===== src/rtl/core/pda_pkg.sv =====
// Shared types and constants for the PWM period and duty analyser.
`timescale 1ns / 1ps
`default_nettype none

package pda_pkg;

    // Capture timer width and result field widths
    localparam int CNT_W  = 24;
    localparam int CLK_W  = 28;
    localparam int DUTY_W = 7;

    // Shared divider: dividend and quotient width, step counter width
    localparam int DIV_W     = 32;
    localparam int DIV_CNT_W = $clog2(DIV_W);

    // Duty scale and saturation limit
    localparam logic [DUTY_W-1:0] PCT_SCALE = DUTY_W'(100);

    // Tick rate after reset
    localparam logic [CLK_W-1:0] CLK_RESET = CLK_W'(80000000);

    typedef struct packed {
        logic             edge_rising;
        logic [CNT_W-1:0] capture_time;
    } in_item_t;

    typedef struct packed {
        logic [CNT_W-1:0]  period_ticks;
        logic [CNT_W-1:0]  high_ticks;
        logic [CLK_W-1:0]  frequency_hz;
        logic [DUTY_W-1:0] duty_percent;
        logic              measure_error;
    } out_item_t;

    // Handshake between the sequencer and the shared divider
    typedef struct packed {
        logic             start;
        logic [DIV_W-1:0] dividend;
        logic [CNT_W-1:0] divisor;
    } div_req_t;

    typedef struct packed {
        logic             done;
        logic [DIV_W-1:0] quotient;
    } div_rsp_t;

endpackage

`default_nettype wire


===== src/rtl/core/pda_divider.sv =====
// Shared restoring divider, one quotient bit per cycle.
`timescale 1ns / 1ps
`default_nettype none

module pda_divider
    import pda_pkg::*;
(
    input  wire logic     clk,
    input  wire logic     rst_n,
    input  wire div_req_t req,
    output div_rsp_t      rsp
);

    typedef enum logic {
        DV_IDLE,
        DV_RUN
    } dv_state_t;

    dv_state_t            state_reg, state_next;
    logic [DIV_CNT_W-1:0] cnt_reg, cnt_next;
    logic                 done_reg, done_next;
    logic [DIV_W-1:0]     quo_reg, quo_next;
    logic [CNT_W-1:0]     rem_reg, rem_next;
    logic [CNT_W-1:0]     divisor_reg, divisor_next;

    logic [CNT_W:0]       shifted;
    logic [CNT_W:0]       diff;

    // Bring down the next dividend bit and try the subtraction
    assign shifted = {rem_reg, quo_reg[DIV_W-1]};
    assign diff    = shifted - {1'b0, divisor_reg};

    always_comb
    begin
        state_next   = state_reg;
        cnt_next     = cnt_reg;
        done_next    = 1'b0;
        quo_next     = quo_reg;
        rem_next     = rem_reg;
        divisor_next = divisor_reg;
        case (state_reg)
            DV_IDLE:
            begin
                if (req.start)
                begin
                    quo_next     = req.dividend;
                    rem_next     = '0;
                    divisor_next = req.divisor;
                    cnt_next     = DIV_CNT_W'(DIV_W - 1);
                    state_next   = DV_RUN;
                end
            end
            DV_RUN:
            begin
                // Keep the difference when there is no borrow
                if (!diff[CNT_W])
                begin
                    rem_next = diff[CNT_W-1:0];
                    quo_next = {quo_reg[DIV_W-2:0], 1'b1};
                end
                else
                begin
                    rem_next = shifted[CNT_W-1:0];
                    quo_next = {quo_reg[DIV_W-2:0], 1'b0};
                end
                if (cnt_reg == '0)
                begin
                    done_next  = 1'b1;
                    state_next = DV_IDLE;
                end
                else
                begin
                    cnt_next = cnt_reg - 1'b1;
                end
            end
            default:
            begin
                state_next = DV_IDLE;
            end
        endcase
    end

    always_ff @(posedge clk or negedge rst_n)
    begin
        if (!rst_n)
        begin
            state_reg <= DV_IDLE;
            cnt_reg   <= '0;
            done_reg  <= 1'b0;
        end
        else
        begin
            state_reg <= state_next;
            cnt_reg   <= cnt_next;
            done_reg  <= done_next;
        end
    end

    always_ff @(posedge clk)
    begin
        quo_reg     <= quo_next;
        rem_reg     <= rem_next;
        divisor_reg <= divisor_next;
    end

    assign rsp.done     = done_reg;
    assign rsp.quotient = quo_reg;

    // Partial remainder stays below the divisor after the first step of a run
    a_rem_below_divisor: assert property (@(posedge clk) disable iff (!rst_n)
        (state_reg == DV_RUN) && (cnt_reg != DIV_CNT_W'(DIV_W - 1)) |-> rem_reg < divisor_reg)
        else $error("divider remainder not below divisor");

    // Completion is a single-cycle pulse
    a_done_pulse: assert property (@(posedge clk) disable iff (!rst_n)
        done_reg |=> !done_reg)
        else $error("divider done held for more than one cycle");

    // Completion only follows the last step of a run
    a_done_after_run: assert property (@(posedge clk) disable iff (!rst_n)
        done_reg |-> $past(state_reg == DV_RUN) && $past(cnt_reg == '0))
        else $error("divider done without a finished run");

endmodule

`default_nettype wire


===== src/rtl/core/pwm_period_duty_analyser.sv =====
// Top level of the PWM period and duty analyser: capture state, sequencer, output register.
`timescale 1ns / 1ps
`default_nettype none

// The block takes capture events from a down-counting 24-bit capture timer, each
// an edge polarity and the latched timer value, and keeps the last rising and
// falling timestamps. A rising edge that follows a rise and a fall yields one
// result: period and high time as modular differences of the timer, the
// frequency clock_hz / period, and the duty high * 100 / period saturated at
// 100. A zero period or a high time above the period sets measure_error and
// forces frequency and duty to zero. A falling edge, or a rising edge that
// closes no measurement, leaves the block idle. A rising edge that closes a
// measurement runs two 32-step divisions on one shared restoring divider; an
// erroneous measurement skips both divisions and goes from ST_CHECK straight
// to ST_OUT. in_stall is held high during that work. The finished result
// waits in an output register, so the next edge can be taken while the result
// is still stalled downstream.
// clock_hz is written through the cfg port, which is always ready, and should
// change only while the block is idle.
module pwm_period_duty_analyser
    import pda_pkg::*;
(
    input  wire logic             clk,
    input  wire logic             rst_n,

    input  wire logic             cfg_valid,
    output logic                  cfg_ready,
    input  wire logic [CLK_W-1:0] cfg_data,

    input  wire logic             in_valid,
    output logic                  in_stall,
    input  wire in_item_t         in_data,

    output logic                  out_valid,
    input  wire logic             out_stall,
    output out_item_t             out_data
);

    typedef enum logic [2:0] {
        ST_IDLE,
        ST_CHECK,
        ST_FREQ,
        ST_DUTY,
        ST_OUT
    } state_t;

    state_t            state_reg, state_next;
    logic [CLK_W-1:0]  clock_hz_reg, clock_hz_next;
    logic [CNT_W-1:0]  rise_time_reg, rise_time_next;
    logic [CNT_W-1:0]  fall_time_reg, fall_time_next;
    logic              rise_seen_reg, rise_seen_next;
    logic              fall_seen_reg, fall_seen_next;
    logic [CNT_W-1:0]  period_reg, period_next;
    logic [CNT_W-1:0]  high_reg, high_next;
    logic              err_reg, err_next;
    logic [CLK_W-1:0]  freq_reg, freq_next;
    logic [DUTY_W-1:0] duty_reg, duty_next;
    logic              div_start_reg, div_start_next;
    logic [DIV_W-1:0]  div_dividend_reg, div_dividend_next;
    logic              out_valid_reg, out_valid_next;
    out_item_t         out_data_reg, out_data_next;

    logic              in_xfer;
    div_req_t          div_req;
    div_rsp_t          div_rsp;

    assign cfg_ready = 1'b1;
    assign in_stall  = (state_reg != ST_IDLE);
    assign in_xfer   = in_valid && !in_stall;

    assign div_req.start    = div_start_reg;
    assign div_req.dividend = div_dividend_reg;
    assign div_req.divisor  = period_reg;

    pda_divider u_div (
        .clk   (clk),
        .rst_n (rst_n),
        .req   (div_req),
        .rsp   (div_rsp)
    );

    always_comb
    begin
        state_next        = state_reg;
        clock_hz_next     = clock_hz_reg;
        rise_time_next    = rise_time_reg;
        fall_time_next    = fall_time_reg;
        rise_seen_next    = rise_seen_reg;
        fall_seen_next    = fall_seen_reg;
        period_next       = period_reg;
        high_next         = high_reg;
        err_next          = err_reg;
        freq_next         = freq_reg;
        duty_next         = duty_reg;
        div_start_next    = 1'b0;
        div_dividend_next = div_dividend_reg;
        // Drop the held result once downstream takes it
        out_valid_next    = out_valid_reg && out_stall;
        out_data_next     = out_data_reg;

        if (cfg_valid && cfg_ready)
        begin
            clock_hz_next = cfg_data;
        end

        case (state_reg)
            ST_IDLE:
            begin
                if (in_xfer)
                begin
                    if (!in_data.edge_rising)
                    begin
                        // Ignore a fall before any rise; keep only the last fall
                        if (rise_seen_reg)
                        begin
                            fall_time_next = in_data.capture_time;
                            fall_seen_next = 1'b1;
                        end
                    end
                    else
                    begin
                        if (rise_seen_reg && fall_seen_reg)
                        begin
                            // Timer counts down: earlier minus later, mod counter width
                            period_next = rise_time_reg - in_data.capture_time;
                            high_next   = rise_time_reg - fall_time_reg;
                            state_next  = ST_CHECK;
                        end
                        rise_time_next = in_data.capture_time;
                        rise_seen_next = 1'b1;
                        fall_seen_next = 1'b0;
                    end
                end
            end
            ST_CHECK:
            begin
                err_next = (period_reg == '0) || (high_reg > period_reg);
                if ((period_reg == '0) || (high_reg > period_reg))
                begin
                    freq_next  = '0;
                    duty_next  = '0;
                    state_next = ST_OUT;
                end
                else
                begin
                    div_start_next    = 1'b1;
                    div_dividend_next = DIV_W'(clock_hz_reg);
                    state_next        = ST_FREQ;
                end
            end
            ST_FREQ:
            begin
                if (div_rsp.done)
                begin
                    // Quotient never exceeds clock_hz, so the low bits hold it
                    freq_next         = div_rsp.quotient[CLK_W-1:0];
                    div_start_next    = 1'b1;
                    div_dividend_next = DIV_W'(high_reg) * DIV_W'(PCT_SCALE);
                    state_next        = ST_DUTY;
                end
            end
            ST_DUTY:
            begin
                if (div_rsp.done)
                begin
                    if (div_rsp.quotient > DIV_W'(PCT_SCALE))
                    begin
                        duty_next = PCT_SCALE;
                    end
                    else
                    begin
                        duty_next = div_rsp.quotient[DUTY_W-1:0];
                    end
                    state_next = ST_OUT;
                end
            end
            ST_OUT:
            begin
                // Hold until the output register is free
                if (!out_valid_reg || !out_stall)
                begin
                    out_data_next.period_ticks  = period_reg;
                    out_data_next.high_ticks    = high_reg;
                    out_data_next.frequency_hz  = freq_reg;
                    out_data_next.duty_percent  = duty_reg;
                    out_data_next.measure_error = err_reg;
                    out_valid_next              = 1'b1;
                    state_next                  = ST_IDLE;
                end
            end
            default:
            begin
                state_next = ST_IDLE;
            end
        endcase
    end

    always_ff @(posedge clk or negedge rst_n)
    begin
        if (!rst_n)
        begin
            state_reg     <= ST_IDLE;
            clock_hz_reg  <= CLK_RESET;
            rise_time_reg <= '0;
            fall_time_reg <= '0;
            rise_seen_reg <= 1'b0;
            fall_seen_reg <= 1'b0;
            div_start_reg <= 1'b0;
            out_valid_reg <= 1'b0;
        end
        else
        begin
            state_reg     <= state_next;
            clock_hz_reg  <= clock_hz_next;
            rise_time_reg <= rise_time_next;
            fall_time_reg <= fall_time_next;
            rise_seen_reg <= rise_seen_next;
            fall_seen_reg <= fall_seen_next;
            div_start_reg <= div_start_next;
            out_valid_reg <= out_valid_next;
        end
    end

    always_ff @(posedge clk)
    begin
        period_reg       <= period_next;
        high_reg         <= high_next;
        err_reg          <= err_next;
        freq_reg         <= freq_next;
        duty_reg         <= duty_next;
        div_dividend_reg <= div_dividend_next;
        out_data_reg     <= out_data_next;
    end

    assign out_valid = out_valid_reg;
    assign out_data  = out_data_reg;

    // A flagged measurement carries no frequency and no duty
    a_err_zeroes: assert property (@(posedge clk) disable iff (!rst_n)
        out_valid && out_data.measure_error |->
            (out_data.frequency_hz == '0) && (out_data.duty_percent == '0))
        else $error("error result with nonzero frequency or duty");

    // Duty never goes past full scale
    a_duty_limit: assert property (@(posedge clk) disable iff (!rst_n)
        out_valid |-> out_data.duty_percent <= PCT_SCALE)
        else $error("duty above full scale");

    // A fall record only exists after a rise
    a_fall_needs_rise: assert property (@(posedge clk) disable iff (!rst_n)
        fall_seen_reg |-> rise_seen_reg)
        else $error("fall recorded without a prior rise");

endmodule

`default_nettype wire


===== config.mk =====
export PLATFORM = sky130hd
export DESIGN_NAME = pwm_period_duty_analyser
export DESIGN_NICKNAME = d
export VERILOG_FILES = /design/src/rtl/core/pda_pkg.sv /design/src/rtl/core/pda_divider.sv /design/src/rtl/core/pwm_period_duty_analyser.sv
export SDC_FILE = /design/constraint.sdc
export NUM_CORES = 1
export LEC_CHECK = 0
export ABC_AREA = 1
export BUFFER_PORTS_ARGS = -buffer_cell sky130_fd_sc_hd__buf_2
export CAP_MARGIN = 0
export CORE_MARGIN = 2
export CORE_UTILIZATION = 25
export DETAILED_ROUTE_END_ITERATION = 6
export PLACE_DENSITY = 0.41
export SYNTH_ARGS = -nofsm -noshare
export SYNTH_HDL_FRONTEND = slang
export SYNTH_SLANG_ARGS = --single-unit

===== constraint.sdc =====
create_clock -name clk -period 5 [get_ports clk]
set_input_delay 1 -clock clk [delete_from_list [all_inputs] [get_ports clk]]
set_output_delay 1 -clock clk [all_outputs]
set_load 0.01 [all_outputs]

### Yosys cells after proc, flatten, opt, wreduce, memory -nomap -nowiden

Cells that the tools add are included.

| storage, ports and cells | value |
|---|---|
| register bits after elaboration | 370 |
| input port bits | 58 |
| output and inout port bits | 87 |

| operators by class | value |
|---|---|
| add/sub/neg operators | 4 |
| bitwise gates (word level) | 2 |
| $mul | 1 |
| reduce and logical (&&, ||, !) cells | 26 |
| order comparisons | 2 |
| multiplexer cells | 39 |
| eq/ne operators | 14 |

Operator list:

| operator | number |
|---|---|
| case mux 32 bit (2 select lines) | 2 |
| two-way mux 32 bit | 3 |
| two-way mux 28 bit | 2 |
| case mux 28 bit (2 select lines) | 1 |
| two-way mux 24 bit | 2 |
| case mux 24 bit (2 select lines) | 1 |
| subtractor 24 bit | 2 |
| greater-than comparator 32 x 7 -> 1 bit, second input constant | 1 |
| multiplier 24 x 5 -> 29 bit, second input constant | 1 |
| subtractor 25 x 24 -> 25 bit | 1 |
| greater-than comparator 24 bit | 1 |
| logical NOT 24 bit | 1 |
| two-way mux 3 bit | 7 |
| two-way mux 7 bit | 3 |
| != test 2 bit, second input constant | 8 |
| case mux 3 bit (5 select lines) | 1 |
| AND reduction 3 bit | 5 |
| case mux 7 bit (2 select lines) | 1 |
| two-way mux 1 bit | 11 |
| two-way mux 5 bit | 2 |
| case mux 5 bit (2 select lines) | 1 |
| AND reduction 4 bit | 2 |
| equality test 3 x 2 -> 1 bit, second input constant | 2 |
| AND reduction 2 bit | 3 |
| 14 further kinds | 24 |

### Logic depth before layout (Yosys ltp)

| logic depth | value |
|---|---|
| word-level depth | 5 |
| mapped depth | 19 |

### Modules after synthesis

A second synthesis with hierarchy kept.

| unflattened totals | value |
|---|---|
| cells, all modules | 2368 |
| area, all modules | 21455.6 um^2 |

By module, submodules not included:

| module | sequential area each (um^2) | area an instance (um^2) | cells each | times used |
|---|---|---|---|---|
| pwm_period_duty_analyser | 8062.7 | 15964.1 | 1643 | 1 |
| pda_divider | 2577.5 | 5491.5 | 725 | 1 |

### Worst setup path before layout

OpenSTA, ideal clock, no wires.

| timing path | value |
|---|---|
| path type | input to register |
| from | input port out_stall |
| to | register out_data_reg, in the netlist out_data[0] (enable) |
| path buffers | 0 |
| path slack | -0.531 ns |
| required time | 4.446 ns |
| arrival time | 4.977 ns |
| setup time | 0.554 ns |
| stages | 1 |
| path through | a21oi_1 |

| on the way | value |
|---|---|
| word-level cells in the longest chain between the ends | 3 |

Ends and longest elaborated chain:

| what | RTL line | text |
|---|---|---|
| from (decl) | pwm_period_duty_analyser.sv:35 | `input wire logic out_stall,` |
| logical NOT 1 bit | pwm_period_duty_analyser.sv:180 | `if (!out_valid_reg \|\| !out_stall)` |
| logical OR 1 bit | pwm_period_duty_analyser.sv:180 |  |
| AND reduction 2 bit (no line) | n/a |  |
| to (signal assigned) | pwm_period_duty_analyser.sv:232 | `out_data_reg <= out_data_next;` |
| to (decl) | pwm_period_duty_analyser.sv:61 | `out_item_t out_data_reg, out_data_next;` |

Every way passes these cells.
A chain may end at the register's enable or synchronous reset.

### Worst setup path in the final report

| timing path | value |
|---|---|
| from | register high_reg[11] |
| to | register div_dividend_reg[22], data pin |

| on the way | value |
|---|---|
| word-level cells in the longest chain between the ends | 3 |

Ends and longest elaborated chain:

| what | RTL line | text |
|---|---|---|
| from (decl) | pwm_period_duty_analyser.sv:54 | `logic [CNT_W-1:0] high_reg, high_next;` |
| from (signal assigned) | pwm_period_duty_analyser.sv:227 | `high_reg <= high_next;` |
| multiplier 24 x 5 -> 29 bit | pwm_period_duty_analyser.sv:158 | `div_dividend_next = DIV_W'(high_reg) * DIV_W'(PCT_SCALE);` |
| two-way mux 32 bit | pwm_period_duty_analyser.sv:153 | `if (div_rsp.done)` |
| case mux 32 bit (2 select lines) | pwm_period_duty_analyser.sv:106 | `case (state_reg)` |
| named net div_dividend_next[22] | pwm_period_duty_analyser.sv:59 | `logic [DIV_W-1:0] div_dividend_reg, div_dividend_next;` |
| to (signal assigned) | pwm_period_duty_analyser.sv:231 | `div_dividend_reg <= div_dividend_next;` |
| to (decl) | pwm_period_duty_analyser.sv:59 |  |

The timed path passes the listed nets, and every way through them passes these cells. The select of a mux whose other input is x is not followed.

==> flow_summary.ini <==
[outcome]
status = finished clean

[sta]
setup_viol = 0
report.final.slew_viol_count = 0
period_share = 0.7439
period_minus_slack_ns = 3.720
fin_ws_ns = 1.280
rsz0062_at_grt = false
hold_slack_ns = 0.3626
hold_viol_final = 0
tightest_slew_ns = 1.035
fmax_ghz = 0.2688
setup_tns_ns = 0
relSlewSlack = 0.3082
finClkSkew_ns = 0.05655

[yosys]
synthCells = 2237
synth_edf_count = 279
synth-seq-area-share = 0.5093
syn_area_sq_um = 20890
ys.flop_type = edfxtp_1
yosysWarnings = 0
synth_nets = 2489
ys_seq_elements = 369
yosysUniqueCellTypes = 45
async_flop_share = 0.2439
syn_area_per_cell_sq_um = 9.340

[floorplan]
boundaryPins = 145
die_w_um = 293.1
fp.coreArea_sq_um = 83160
start_util = 0.2513
die-area_sq_um = 85900
dieHeight_um = 293.1
fp-row-count = 106

[critical_path]
crit_required_ns = 5.29
critical_path.startpoint_type = flop
slowest_delay_ns = 0.51
cp_data_arrival_time_ns = 4.01
crit_chain = ha_1 > ha_1 > inv_1 > fa_1 > inv_1 > ha_1 > a21oi_1 > a21boi_0 > nor2_1 > nor2_1 > nand2_1 > xnor2_1 > o21ai_0
critPathCaptureType = flop
reg2reg_depth = 13
crit_fanout = 5
r2r_end = div_dividend_reg[22]$_DFFE_PP_
worstReg2RegStart = high_reg[11]$_DFFE_PP_
crit_type = flop to flop
reg2reg_slack_ns = 1.28
crit_top_cell = ha_1
crit_path_top_delay_cell = edfxtp_1

[global_routing]
grt_usage = 0.1431
grt_pass1_vias = 15626
antenna_found_initial = 5
use_met3 = 0.01793
gr-usage-met2 = 0.2402
grt_overflow = 0
grt_max_degree = 91
use_met1 = 0.1947
grt_pass1_wl_um = 94950
gr-max-usage-layer = met2

[power_and_ir_drop]
p_leak_nw = 11.01
vdd_drop_max_mv = 0.2813
power_density_nw_per_um2 = 679.9

[drt]
via_count = 15271
ant_nets = 0
drc = 0
first_iter_violations = 794
post_drt_wl_per_cell_um = 17.36
viasPerCell = 4.343
wl_um = 61050
dr.pass1.iters = 5

[place]
place_congestion = 0.8581
dp_slack_ns = 1.229
port-buffer-count = 143
dp_hpwl_um = 48080

[final_layout]
final_core_util = 0.2933
area_delta_synth_final_pct = 16.73
largest_register_ffs = 84
most-common-layout-cells = 457 x nand2_1, 379 x inv_1, 279 x edfxtp_1
diodes = 0
nets = 2652
final_common_cell = nand2_1
drive_gt1_frac = 0.1178

[cts]
clock_latency_ns = 0.61
clock_sinks = 369
clkTransAtPathRegs_ns = 0.06
numCtsBuffers = 45
cts_root_buf = clkbuf_16
cts.path.max_buffers = 3
h-tree-depth = 2
cts_hold_buf = 0
cts_tree = yes
cts_setup_buffers = 0
ctsResizeCount = 0

[min_path]
hold_path.class = primary input to asynchronous set/reset pin

[job]
drv_cap = 0
==> final cells by class <==
| class | instances | area [sq um] |
|---|---|---|
| Sequential cell | 369 | 10640 |
| Inverter | 383 | 1438 |
| Multi-Input combinational cell | 1448 | 8675 |
| Clock inverter | 22 | 261.5 |
| Clock buffer | 61 | 1206 |
| Tap cell | 1080 | 1351 |
| Timing Repair Buffer | 153 | 818.3 |
| Fill cell | 8755 | 58770 |
==> through the flow <==
| step | cell area, sq um | instances | power, mW |
|---|---|---|---|
| 3_5_place_dp | 22920 | 3433 | 13.48 |
| 2_1_floorplan | 20900 | 2237 | 10.89 |
| 3_3_place_gp | 22920 | 3433 | 13.54 |
| 5_1_grt | 24390 | 3516 | 18.15 |
| 4_1_cts | 24390 | 3516 | 16.88 |
| 6_report | 24390 | 3516 | 16.58 |
==> worst max path at each step <==
stage	cells after the start	end	start	slack (ns)
6_report	13	div_dividend_reg[22]$_DFFE_PP_	high_reg[11]$_DFFE_PP_	1.28
3_3_place_gp	14	div_dividend_reg[22]$_DFFE_PP_	high_reg[10]$_DFFE_PP_	1.13
2_1_floorplan	5	high_reg[0]$_DFFE_PP_	in_valid	0.98
4_1_cts	14	div_dividend_reg[22]$_DFFE_PP_	high_reg[10]$_DFFE_PP_	1.19
5_1_grt	14	div_dividend_reg[18]$_DFFE_PP_	high_reg[3]$_DFFE_PP_	1.09
3_5_place_dp	14	div_dividend_reg[22]$_DFFE_PP_	high_reg[10]$_DFFE_PP_	1.23
==> power breakdown <==
part | internal, mW | switching, mW
Combinational | 2.71 | 5.48
Clock | 1.87 | 1.39
Sequential | 4.64 | 0.491
Total | 9.23 | 7.36
==> synthesized netlist by cell type, types with 9 or more instances <==
master | number | share of area
nand3_1 | 70 | 0.017
nor2_2 | 11 | 0.0033
nor2_1 | 191 | 0.034
ha_1 | 172 | 0.10
nand2_2 | 15 | 0.0045
xnor2_1 | 31 | 0.013
nand4_1 | 33 | 0.0099
nor3_1 | 25 | 0.0060
edfxtp_1 | 279 | 0.40
a21oi_1 | 115 | 0.028
clkbuf_1 | 25 | 0.0045
inv_1 | 379 | 0.068
mux2_2 | 13 | 0.0070
nor4_1 | 9 | 0.0027
o21ai_1 | 10 | 0.0024
o21ai_0 | 177 | 0.042
dfrtp_1 | 82 | 0.098
xor2_1 | 41 | 0.017
nand2_1 | 458 | 0.082
fa_1 | 22 | 0.021
==> cells by family (layout without fill, tap and decap cells) <==
| logic type | count (synthesis) | in the layout | share of synthesized area |
|---|---|---|---|
| AND/OR/NAND/NOR | 826 | 826 | 0.1650 |
| buffers and inverters | 420 | 619 | 0.07737 |
| flip-flops | 369 | 369 | 0.5093 |
| AO/OA/AOI/OAI | 342 | 342 | 0.08689 |
| adder cells (fa/ha/maj) | 194 | 194 | 0.1241 |
| XOR/XNOR | 72 | 72 | 0.03018 |
| multiplexers | 13 | 13 | 0.007006 |
| other | 1 | 1 | 0.0001795 |
==> worst max-delay path, delay by kind of cell (launching register included) <==
family / cells / cell delay, ns
adder cells (fa/ha/maj): 4 / 1.46
buffers and inverters: 2 / 0.09
XOR/XNOR: 1 / 0.24
AO/OA/AOI/OAI: 3 / 0.81
flip-flops: 1 / 0.51
AND/OR/NAND/NOR: 3 / 0.29
==> per-layer routing <==
layer / up-vias / part of all wire
li1: 7713 / -
met1: 7259 / 0.48
met2: 229 / 0.47
met3: 70 / 0.031
met4: 0 / 0.023
met5: - / 0
Power figures use the tool's default switching activity.
